==> src/design/astavg_pkg.sv <==
// ----------------------------------------------------------------------------
// astavg_pkg
// Shared constants, codes and controller/datapath interface types for the
// aging sensor table.
// ----------------------------------------------------------------------------
package astavg_pkg;

    localparam int ENTRIES = 16;

    localparam int DATA_W   = 32;
    localparam int EXP_W    = 16;
    localparam int LIVE_W   = 5;
    localparam int IDX_W    = (ENTRIES > 1) ? $clog2(ENTRIES) : 1;
    localparam int CNT_W    = $clog2(ENTRIES + 1);
    localparam int SUM_W    = DATA_W + $clog2(ENTRIES);
    localparam int AGE_W    = DATA_W + 1;
    localparam int DCNT_W   = $clog2(SUM_W);
    localparam int ENTRY_W  = 3 * DATA_W;
    localparam int PADDR_W  = 3;
    localparam int PDATA_W  = 32;

    localparam logic [EXP_W-1:0] EXPIRY_RESET = EXP_W'(60);

    // item commands
    localparam logic CMD_REPORT = 1'b0;
    localparam logic CMD_QUERY  = 1'b1;

    // register index (word select bit of paddr)
    localparam logic REG_EXPIRY = 1'b0;

    typedef struct packed {
        logic             start;     // load item, clear accumulators
        logic             rd_en;     // read entry at idx
        logic [IDX_W-1:0] idx;
        logic             post;      // insert on report / load divider on query
        logic             div_step;  // one quotient bit
        logic             out_load;  // capture result into output register
    } t_cmd;

    typedef struct packed {
        logic is_query;
        logic count_zero;
    } t_sts;

endpackage

==> src/design/aging_sensor_table_average.sv <==
// ----------------------------------------------------------------------------
// aging_sensor_table_average
// Table of sensor readings keyed by IPv4 address with expiry on report and
// average of live temperatures on query.
//
//   channel   direction  handshake           payload
//   input     in         i_valid / o_stall   command, node_address,
//                                            temperature, reading_time,
//                                            now_seconds
//   result    out        o_valid / i_stall   average, live_count, table_full
//   config    in         APB (psel..pready)  expiry_seconds at byte 0
//
// A report walks the table through the entry RAM read port, one entry per
// cycle, then runs the insert step and the result.
// A query with a live entry adds, after the walk, the one-bit-per-cycle
// restoring divider over the 36-bit sum.
// Synchronous active-low reset clears all valid bits and sets expiry to 60.
// A stalled result lets the next transaction run, which then waits in its last cycle.
// ----------------------------------------------------------------------------
module aging_sensor_table_average (
    input  logic                                  i_clk,
    input  logic                                  i_rst_n,
    // input channel
    input  logic                                  i_valid,
    output logic                                  o_stall,
    input  logic                                  i_command,
    input  logic [astavg_pkg::DATA_W-1:0]         i_node_address,
    input  logic signed [astavg_pkg::DATA_W-1:0]  i_temperature,
    input  logic [astavg_pkg::DATA_W-1:0]         i_reading_time,
    input  logic [astavg_pkg::DATA_W-1:0]         i_now_seconds,
    // result channel
    output logic                                  o_valid,
    input  logic                                  i_stall,
    output logic signed [astavg_pkg::DATA_W-1:0]  o_average,
    output logic [astavg_pkg::LIVE_W-1:0]         o_live_count,
    output logic                                  o_table_full,
    // configuration
    input  logic                                  psel,
    input  logic                                  penable,
    input  logic                                  pwrite,
    input  logic [astavg_pkg::PADDR_W-1:0]        paddr,
    input  logic [astavg_pkg::PDATA_W-1:0]        pwdata,
    output logic [astavg_pkg::PDATA_W-1:0]        prdata,
    output logic                                  pready
);
    import astavg_pkg::*;

    logic [EXP_W-1:0] r_expiry;
    logic             cfg_wr;
    logic             sel_expiry;
    t_cmd             cmd;
    t_sts             sts;

    assign pready     = 1'b1;
    assign sel_expiry = (paddr[PADDR_W-1] == REG_EXPIRY);
    assign cfg_wr     = psel && penable && pwrite && pready;

    always_ff @(posedge i_clk) begin
        if (!i_rst_n) begin
            r_expiry <= EXPIRY_RESET;
        end else if (cfg_wr && sel_expiry) begin
            r_expiry <= pwdata[EXP_W-1:0];
        end
    end

    assign prdata = sel_expiry ? PDATA_W'(r_expiry) : '0;

    astavg_ctrl u_ctrl (
        .i_clk   (i_clk),
        .i_rst_n (i_rst_n),
        .i_valid (i_valid),
        .o_stall (o_stall),
        .o_valid (o_valid),
        .i_stall (i_stall),
        .i_sts   (sts),
        .o_cmd   (cmd)
    );

    astavg_dp u_dp (
        .i_clk          (i_clk),
        .i_rst_n        (i_rst_n),
        .i_cmd          (cmd),
        .o_sts          (sts),
        .i_expiry       (r_expiry),
        .i_command      (i_command),
        .i_node_address (i_node_address),
        .i_temperature  (i_temperature),
        .i_reading_time (i_reading_time),
        .i_now_seconds  (i_now_seconds),
        .o_average      (o_average),
        .o_live_count   (o_live_count),
        .o_table_full   (o_table_full)
    );

endmodule

==> src/design/astavg_ram.sv <==
// ----------------------------------------------------------------------------
// astavg_ram
// Generic single-write, single-read RAM with registered read data.
// ----------------------------------------------------------------------------
module astavg_ram #(
    parameter int  WIDTH = 32,
    parameter int  DEPTH = 16,
    localparam int AW    = (DEPTH > 1) ? $clog2(DEPTH) : 1
) (
    input  logic             i_clk,
    input  logic             i_we,
    input  logic [AW-1:0]    i_waddr,
    input  logic [WIDTH-1:0] i_wdata,
    input  logic             i_re,
    input  logic [AW-1:0]    i_raddr,
    output logic [WIDTH-1:0] o_rdata
);

    logic [WIDTH-1:0] r_mem [DEPTH];
    logic [WIDTH-1:0] r_rdata;

    always_ff @(posedge i_clk) begin
        if (i_we) begin
            r_mem[i_waddr] <= i_wdata;
        end
        if (i_re) begin
            r_rdata <= r_mem[i_raddr];
        end
    end

    assign o_rdata = r_rdata;

endmodule

==> src/design/astavg_ctrl.sv <==
// ----------------------------------------------------------------------------
// astavg_ctrl
// Sequencer: accepts an item, walks the table, runs the insert step and the
// divider (query only), then hands the result to the output register.
// ----------------------------------------------------------------------------
module astavg_ctrl (
    input  logic              i_clk,
    input  logic              i_rst_n,
    input  logic              i_valid,
    output logic              o_stall,
    output logic              o_valid,
    input  logic              i_stall,
    input  astavg_pkg::t_sts  i_sts,
    output astavg_pkg::t_cmd  o_cmd
);
    import astavg_pkg::*;

    localparam logic [2:0] S_IDLE = 3'd0;
    localparam logic [2:0] S_SCAN = 3'd1;
    localparam logic [2:0] S_WAIT = 3'd2;
    localparam logic [2:0] S_POST = 3'd3;
    localparam logic [2:0] S_DIV  = 3'd4;
    localparam logic [2:0] S_DONE = 3'd5;

    localparam logic [IDX_W-1:0]  LAST_IDX  = IDX_W'(ENTRIES - 1);
    localparam logic [DCNT_W-1:0] LAST_STEP = DCNT_W'(SUM_W - 1);

    logic [2:0]        r_state, n_state;
    logic [IDX_W-1:0]  r_idx, n_idx;
    logic [DCNT_W-1:0] r_dcnt, n_dcnt;
    logic              r_out_valid, n_out_valid;
    logic              accept;
    logic              out_free;

    assign accept   = i_valid && (r_state == S_IDLE);
    assign out_free = !r_out_valid || !i_stall;

    always_comb begin
        n_state      = r_state;
        n_idx        = r_idx;
        n_dcnt       = r_dcnt;
        o_cmd        = '0;
        o_cmd.idx    = r_idx;
        n_out_valid  = r_out_valid && i_stall;
        unique case (r_state)
            S_IDLE: begin
                if (accept) begin
                    o_cmd.start = 1'b1;
                    n_idx       = '0;
                    n_state     = S_SCAN;
                end
            end
            S_SCAN: begin
                o_cmd.rd_en = 1'b1;
                if (r_idx == LAST_IDX) begin
                    n_state = S_WAIT;
                end else begin
                    n_idx = r_idx + 1'b1;
                end
            end
            S_WAIT: begin
                n_state = S_POST;
            end
            S_POST: begin
                o_cmd.post = 1'b1;
                n_dcnt     = '0;
                if (i_sts.is_query && !i_sts.count_zero) begin
                    n_state = S_DIV;
                end else begin
                    n_state = S_DONE;
                end
            end
            S_DIV: begin
                o_cmd.div_step = 1'b1;
                n_dcnt         = r_dcnt + 1'b1;
                if (r_dcnt == LAST_STEP) begin
                    n_state = S_DONE;
                end
            end
            S_DONE: begin
                if (out_free) begin
                    o_cmd.out_load = 1'b1;
                    n_out_valid    = 1'b1;
                    n_state        = S_IDLE;
                end
            end
            default: begin
                n_state = S_IDLE;
            end
        endcase
    end

    always_ff @(posedge i_clk) begin
        if (!i_rst_n) begin
            r_state     <= S_IDLE;
            r_idx       <= '0;
            r_dcnt      <= '0;
            r_out_valid <= 1'b0;
        end else begin
            r_state     <= n_state;
            r_idx       <= n_idx;
            r_dcnt      <= n_dcnt;
            r_out_valid <= n_out_valid;
        end
    end

    assign o_stall = (r_state != S_IDLE);
    assign o_valid = r_out_valid;

endmodule

==> src/design/astavg_dp.sv <==
// ----------------------------------------------------------------------------
// astavg_dp
// Datapath: item registers, entry valid bits, entry RAM, walk evaluation,
// live sum and count, restoring divider and result register.
// ----------------------------------------------------------------------------
module astavg_dp (
    input  logic                           i_clk,
    input  logic                           i_rst_n,
    input  astavg_pkg::t_cmd               i_cmd,
    output astavg_pkg::t_sts               o_sts,
    input  logic [astavg_pkg::EXP_W-1:0]   i_expiry,
    input  logic                           i_command,
    input  logic [astavg_pkg::DATA_W-1:0]  i_node_address,
    input  logic signed [astavg_pkg::DATA_W-1:0] i_temperature,
    input  logic [astavg_pkg::DATA_W-1:0]  i_reading_time,
    input  logic [astavg_pkg::DATA_W-1:0]  i_now_seconds,
    output logic signed [astavg_pkg::DATA_W-1:0] o_average,
    output logic [astavg_pkg::LIVE_W-1:0]  o_live_count,
    output logic                           o_table_full
);
    import astavg_pkg::*;

    // item registers
    logic              r_command;
    logic [DATA_W-1:0] r_addr, r_temp, r_stamp, r_now;

    // table state
    logic [ENTRIES-1:0] r_valid;
    logic               r_ev_vld;
    logic [IDX_W-1:0]   r_ev_idx;

    // walk accumulators
    logic               r_found;
    logic               r_free_found;
    logic [IDX_W-1:0]   r_free_idx;
    logic [CNT_W-1:0]   r_count;
    logic [SUM_W-1:0]   r_sum;
    logic               r_full;

    // divider
    logic [SUM_W-1:0]   r_quo;
    logic [CNT_W:0]     r_rem;
    logic               r_neg;

    // result register
    logic [DATA_W-1:0]  r_out_avg;
    logic [LIVE_W-1:0]  r_out_cnt;
    logic               r_out_full;

    logic [ENTRY_W-1:0] rd_word;
    logic [DATA_W-1:0]  rd_addr, rd_temp, rd_stamp;
    logic [AGE_W-1:0]   age;
    logic [AGE_W-1:0]   limit;
    logic               expired;
    logic               ev_live_in, ev_keep, ev_match;
    logic               ev_we, ins_we;
    logic               is_report;
    logic [SUM_W-1:0]   temp_ext;
    logic [SUM_W-1:0]   sum_mag;
    logic [CNT_W:0]     rem_shift;
    logic [CNT_W:0]     divisor;
    logic               rem_ge;
    logic [SUM_W-1:0]   quo_signed;
    logic               ram_we;
    logic [IDX_W-1:0]   ram_waddr;
    logic [ENTRY_W-1:0] ram_wdata;

    assign rd_addr  = rd_word[3*DATA_W-1:2*DATA_W];
    assign rd_temp  = rd_word[2*DATA_W-1:DATA_W];
    assign rd_stamp = rd_word[DATA_W-1:0];

    assign is_report = (r_command == CMD_REPORT);

    // signed age; stamps in the future never expire
    assign age     = {1'b0, r_now} - {1'b0, rd_stamp};
    assign limit   = {{(AGE_W - EXP_W){1'b0}}, i_expiry};
    assign expired = $signed(age) > $signed(limit);

    assign ev_live_in = r_ev_vld && r_valid[r_ev_idx];
    assign ev_keep    = ev_live_in && !expired;
    assign ev_match   = ev_keep && (rd_addr == r_addr);
    assign ev_we      = ev_match && is_report;
    assign ins_we     = i_cmd.post && is_report && !r_found && r_free_found;

    assign temp_ext = SUM_W'($signed(rd_temp));
    assign sum_mag  = r_sum[SUM_W-1] ? (~r_sum + 1'b1) : r_sum;

    assign rem_shift = {r_rem[CNT_W-1:0], r_quo[SUM_W-1]};
    assign divisor   = {1'b0, r_count};
    assign rem_ge    = (rem_shift >= divisor);

    assign quo_signed = r_neg ? (~r_quo + 1'b1) : r_quo;

    assign ram_we    = ev_we || ins_we;
    assign ram_waddr = ins_we ? r_free_idx : r_ev_idx;
    assign ram_wdata = {r_addr, r_temp, r_stamp};

    astavg_ram #(
        .WIDTH (ENTRY_W),
        .DEPTH (ENTRIES)
    ) u_ram (
        .i_clk   (i_clk),
        .i_we    (ram_we),
        .i_waddr (ram_waddr),
        .i_wdata (ram_wdata),
        .i_re    (i_cmd.rd_en),
        .i_raddr (i_cmd.idx),
        .o_rdata (rd_word)
    );

    always_ff @(posedge i_clk) begin
        if (!i_rst_n) begin
            r_valid  <= '0;
            r_ev_vld <= 1'b0;
        end else begin
            r_ev_vld <= i_cmd.rd_en;
            if (ev_live_in && expired && is_report) begin
                r_valid[r_ev_idx] <= 1'b0;
            end
            if (ins_we) begin
                r_valid[r_free_idx] <= 1'b1;
            end
        end
    end

    always_ff @(posedge i_clk) begin
        r_ev_idx <= i_cmd.idx;
        if (i_cmd.start) begin
            r_command    <= i_command;
            r_addr       <= i_node_address;
            r_temp       <= i_temperature;
            r_stamp      <= i_reading_time;
            r_now        <= i_now_seconds;
            r_found      <= 1'b0;
            r_free_found <= 1'b0;
            r_free_idx   <= '0;
            r_count      <= '0;
            r_sum        <= '0;
            r_full       <= 1'b0;
        end else if (r_ev_vld) begin
            if (ev_match) begin
                r_found <= 1'b1;
            end
            // lowest entry that is free once this walk step is done
            if (!ev_keep && !r_free_found) begin
                r_free_found <= 1'b1;
                r_free_idx   <= r_ev_idx;
            end
            if (ev_keep) begin
                r_count <= r_count + 1'b1;
                r_sum   <= r_sum + temp_ext;
            end
        end else if (i_cmd.post) begin
            if (is_report && !r_found) begin
                if (r_free_found) begin
                    r_count <= r_count + 1'b1;
                end else begin
                    r_full <= 1'b1;
                end
            end
        end
    end

    always_ff @(posedge i_clk) begin
        if (i_cmd.post) begin
            r_neg <= r_sum[SUM_W-1];
            r_quo <= sum_mag;
            r_rem <= '0;
        end else if (i_cmd.div_step) begin
            r_rem <= rem_ge ? (rem_shift - divisor) : rem_shift;
            r_quo <= {r_quo[SUM_W-2:0], rem_ge};
        end
    end

    always_ff @(posedge i_clk) begin
        if (i_cmd.out_load) begin
            if (!is_report && (r_count != '0)) begin
                r_out_avg <= quo_signed[DATA_W-1:0];
            end else begin
                r_out_avg <= '0;
            end
            r_out_cnt  <= LIVE_W'(r_count);
            r_out_full <= r_full;
        end
    end

    assign o_sts.is_query   = (r_command == CMD_QUERY);
    assign o_sts.count_zero = (r_count == '0);

    assign o_average    = r_out_avg;
    assign o_live_count = r_out_cnt;
    assign o_table_full = r_out_full;

endmodule

==> config.mk <==
export PLATFORM = sky130hd
export DESIGN_NAME = aging_sensor_table_average
export DESIGN_NICKNAME = d
export VERILOG_FILES = /design/src/design/astavg_pkg.sv /design/src/design/aging_sensor_table_average.sv /design/src/design/astavg_ram.sv /design/src/design/astavg_ctrl.sv /design/src/design/astavg_dp.sv
export SDC_FILE = /design/constraint.sdc
export NUM_CORES = 2
export LEC_CHECK = 0
export ABC_AREA = 1
export BUFFER_PORTS_ARGS = -buffer_cell sky130_fd_sc_hd__buf_2
export CAP_MARGIN = 0
export CORE_UTILIZATION = 45
export CTS_CLUSTER_SIZE = 40
export DETAILED_ROUTE_END_ITERATION = 10
export PLACE_DENSITY = 0.72
export RECOVER_POWER = 25
export SYNTH_ARGS = -nofsm -noshare
export SYNTH_HDL_FRONTEND = slang
export SYNTH_SLANG_ARGS = --single-unit
==> constraint.sdc <==
create_clock -name i_clk -period 8.6 [get_ports i_clk]
set_clock_uncertainty 0.05 [all_clocks]
set_input_delay 0.86 -clock i_clk [delete_from_list [all_inputs] [get_ports i_clk]]
set_output_delay 0.86 -clock i_clk [all_outputs]
set_load 0.02 [all_outputs]
==> results.cfg <==
[sta]
fin_ws_ns = 2.65
setup_tns_ns = 0
max_slew.worst_pin.slew_ns = 2.22
rsz0062_at_grt = false
maxSlewViolCount = 44
max_slew_margin = -0.477
fmax_mhz = 168
finalHoldViolCount = 0
fin_crit_sh = 0.692
period_needed_ns = 5.95
setup_viol = 0

[floorplan]
pin_count = 244
die_y_um = 422
core_area_mm2 = 0.175
start_util = 0.455
rows = 153
die_x_um = 422
dieArea_mm2 = 0.178

[outcome]
violations = capacitance limit, slew limit
status = complete, but fails checks

[grt]
grt_first_pass_wirelength_mm = 292
overflow = 0
grt_pass1_vias = 49489
antenna_found_initial = 18
grt_max_degree = 224
gr-usage-all-layers = 0.211

[setup_path]
cp-end-kind = flop
required_ns = 8.96
ff2ff_path_depth = 27
r2r_slack_ns = 2.65
slowest_delay_ns = 0.90
criticalPathCategory = reg2reg
crit_top_cell = nand2_1
path_max_fanout = 36
startpoint_type = flop
crit_arrival_ns = 6.31
cpMaxStageDelayCell = nor2_4

[detailed_routing]
wl_per_cell_um = 21.5
dr.pass1.iters = 6
antenna_left = 0
drt_iter0_drc = 6031
vias = 51779
drc = 0
via_per_inst = 5.72
postRouteWirelength_mm = 194

[placement]
dpl_cell_area_mm2 = 0.0828
post-place-cells = 8703
port_buffers = 208
place.gp.congestion = 0.865
place_worst_setup_slack_ns = 2.64
hpwl_mm = 105

[synth]
synth_simple_gate_area_share = 0.103
synthXorXnorAreaFrac = 0.0125
synth_top_family_by_area = compound AO/OA/AOI/OAI gates
synth_edf_count = 1836
ys_ff_latch = 1940
synthDistinctLibCells = 56
yosys_warnings = 0
synth_compound_area_frac = 0.116
async_reset_ff_frac = 0
synthAdderAreaFrac = 0.0156
syn_area_mm2 = 0.0794
synth.mux.area_fraction = 0
synth.yosys.seq_area_share = 0.720
synth_area_per_cell_um2 = 12.3
synth_top_flop_cell = edfxtp_1
syn_inst = 6458

[cts]
cts_setup_buffers = 0
clockBufferDepth = 3
clk_pin_slew_ns = 0.06
htreeDepth = 4
cts_tree = yes
cts_resized = 0
hold_buffers = 0
insertion_delay_ns = 0.87
cts.sinks = 1940
root_buffer = clkbuf_16
cts_buffers = 189

[cells_and_area]
instances_no_fill = 9060
layout_commonest_cell = edfxtp_1
design_area_mm2 = 0.0888
drive_gt1_frac = 0.0786
area_growth_pct = 11.8
layout_common_cells = 1,836 x edfxtp_1, 976 x nor2_1, 905 x o21ai_0
nets = 6837

[power]
power_w = 0.0246
irDropWorstVdd_uv = 217
power_density_mw_per_mm2 = 277
power_leakage_nw = 30.1

[job]
drv_cap = 1

[worst_hold_path]
whs_path_depth = 1
worstHoldPathType = in2reg
==> state kept, by name, summed over array words and instances (netlist names), 32 cells and up <==
register	flops
u_dp.r_stamp	32
u_dp.u_ram.o_rdata	96
u_dp.o_average	32
u_dp.r_quo	36
u_dp.r_now	32
u_dp.u_ram.r_mem	1536
u_dp.r_temp	32
u_dp.r_sum	36
u_dp.r_addr	32
==> cell type report <==
cell class / instances / area [um2]
repair buffers: 274 / 1630
diodes: 1 / 2.50
multi-input cells: 3856 / 19800
inverters: 308 / 1190
flip-flops and latches: 1940 / 57200
clock inverters: 111 / 1110
clock buffers: 245 / 4980
well taps: 2325 / 2910
fillers: 14646 / 85700
==> final timing paths <==
check / startpoint / to
hold reg to reg: u_ctrl.r_idx[3] / u_dp.r_ev_idx[3]
setup / recovery: u_dp.u_ram.o_rdata[0] / u_dp.u_ram.r_mem[4][21]
hold / removal: i_node_address[14] / u_dp.r_addr[14]
setup reg to reg: u_dp.u_ram.o_rdata[0] / u_dp.u_ram.r_mem[4][21]
==> cell usage after synthesis, types with 4 or more instances <==
cell      number  area share
a22oi_1        5     0.00047
o21bai_1       5     0.00047
xor2_1        94       0.010
nor2_1       995       0.047
dfxtp_1      104       0.026
nand2_1      646       0.031
o21ai_0      905       0.057
and3_1         5     0.00039
a211oi_1       4     0.00038
o21a_1         8     0.00076
nand2_2        5     0.00039
nand3_1      250       0.016
o211ai_1      50      0.0047
o22ai_1      236       0.019
nor3_2         7     0.00088
o221ai_1     150       0.017
buf_1         23      0.0011
buf_4         17      0.0016
nand3b_1       6     0.00057
a31oi_1       16      0.0013
clkbuf_1     319       0.015
clkinv_1       5     0.00024
nor3_1        44      0.0028
edfxtp_1    1836        0.69
buf_2          8     0.00050
xnor2_1       19      0.0021
nor2_2         5     0.00039
a21oi_1      188       0.012
ha_1          94       0.015
a21o_1         4     0.00038
inv_1        296       0.014
nor4_1        19      0.0015
inv_2          6     0.00028
o21ai_1       35      0.0022
nand4_1       18      0.0014
==> per-stage QoR <==
step                hold slack, ns  utilization
global placement             0.360        0.474
CTS                         0.0682        0.509
floorplan                    0.279            -
detailed placement           0.369        0.474
global route                0.0769        0.509
finish                       0.115        0.509
==> routing by layer <==
metal | up-vias | GRT usage | wire length, um
met1 | 25373 | 0.291 | 80800
met3 | 330 | 0.0370 | 16000
met5 | - | 0 | 54
li1 | 23779 | - | -
met2 | 2289 | 0.343 | 92700
met4 | 8 | 0.0627 | 4740
==> critical path, delay by kind of cell (launching register included) <==
family                     cells  cell delay [ns]
xor gates and xnor gates       1             0.24
DFF                            1             0.37
adders and majority gates      3             0.92
and+or+nand+nor               19             2.86
AOI/OAI and AO/OA              2             0.24
buffers and inverters          2             0.85
==> report_power, final <==
| group | internal (W) | switching, W |
|---|---|---|
| clock network | 0.00444 | 0.00359 |
| logic | 0.00129 | 0.00308 |
| registers | 0.0114 | 0.000739 |
| total | 0.0172 | 0.00740 |
==> kinds of logic after synthesis <==
group | count (synthesis)
other | 2
buffers and inverters | 677
AND/OR/NAND/NOR | 2012
adder cells (fa/ha/maj) | 97
flip-flops | 1940
AO/OA/AOI/OAI | 1617
XOR/XNOR | 113
Note: power is estimated with default switching activity, not from simulation.
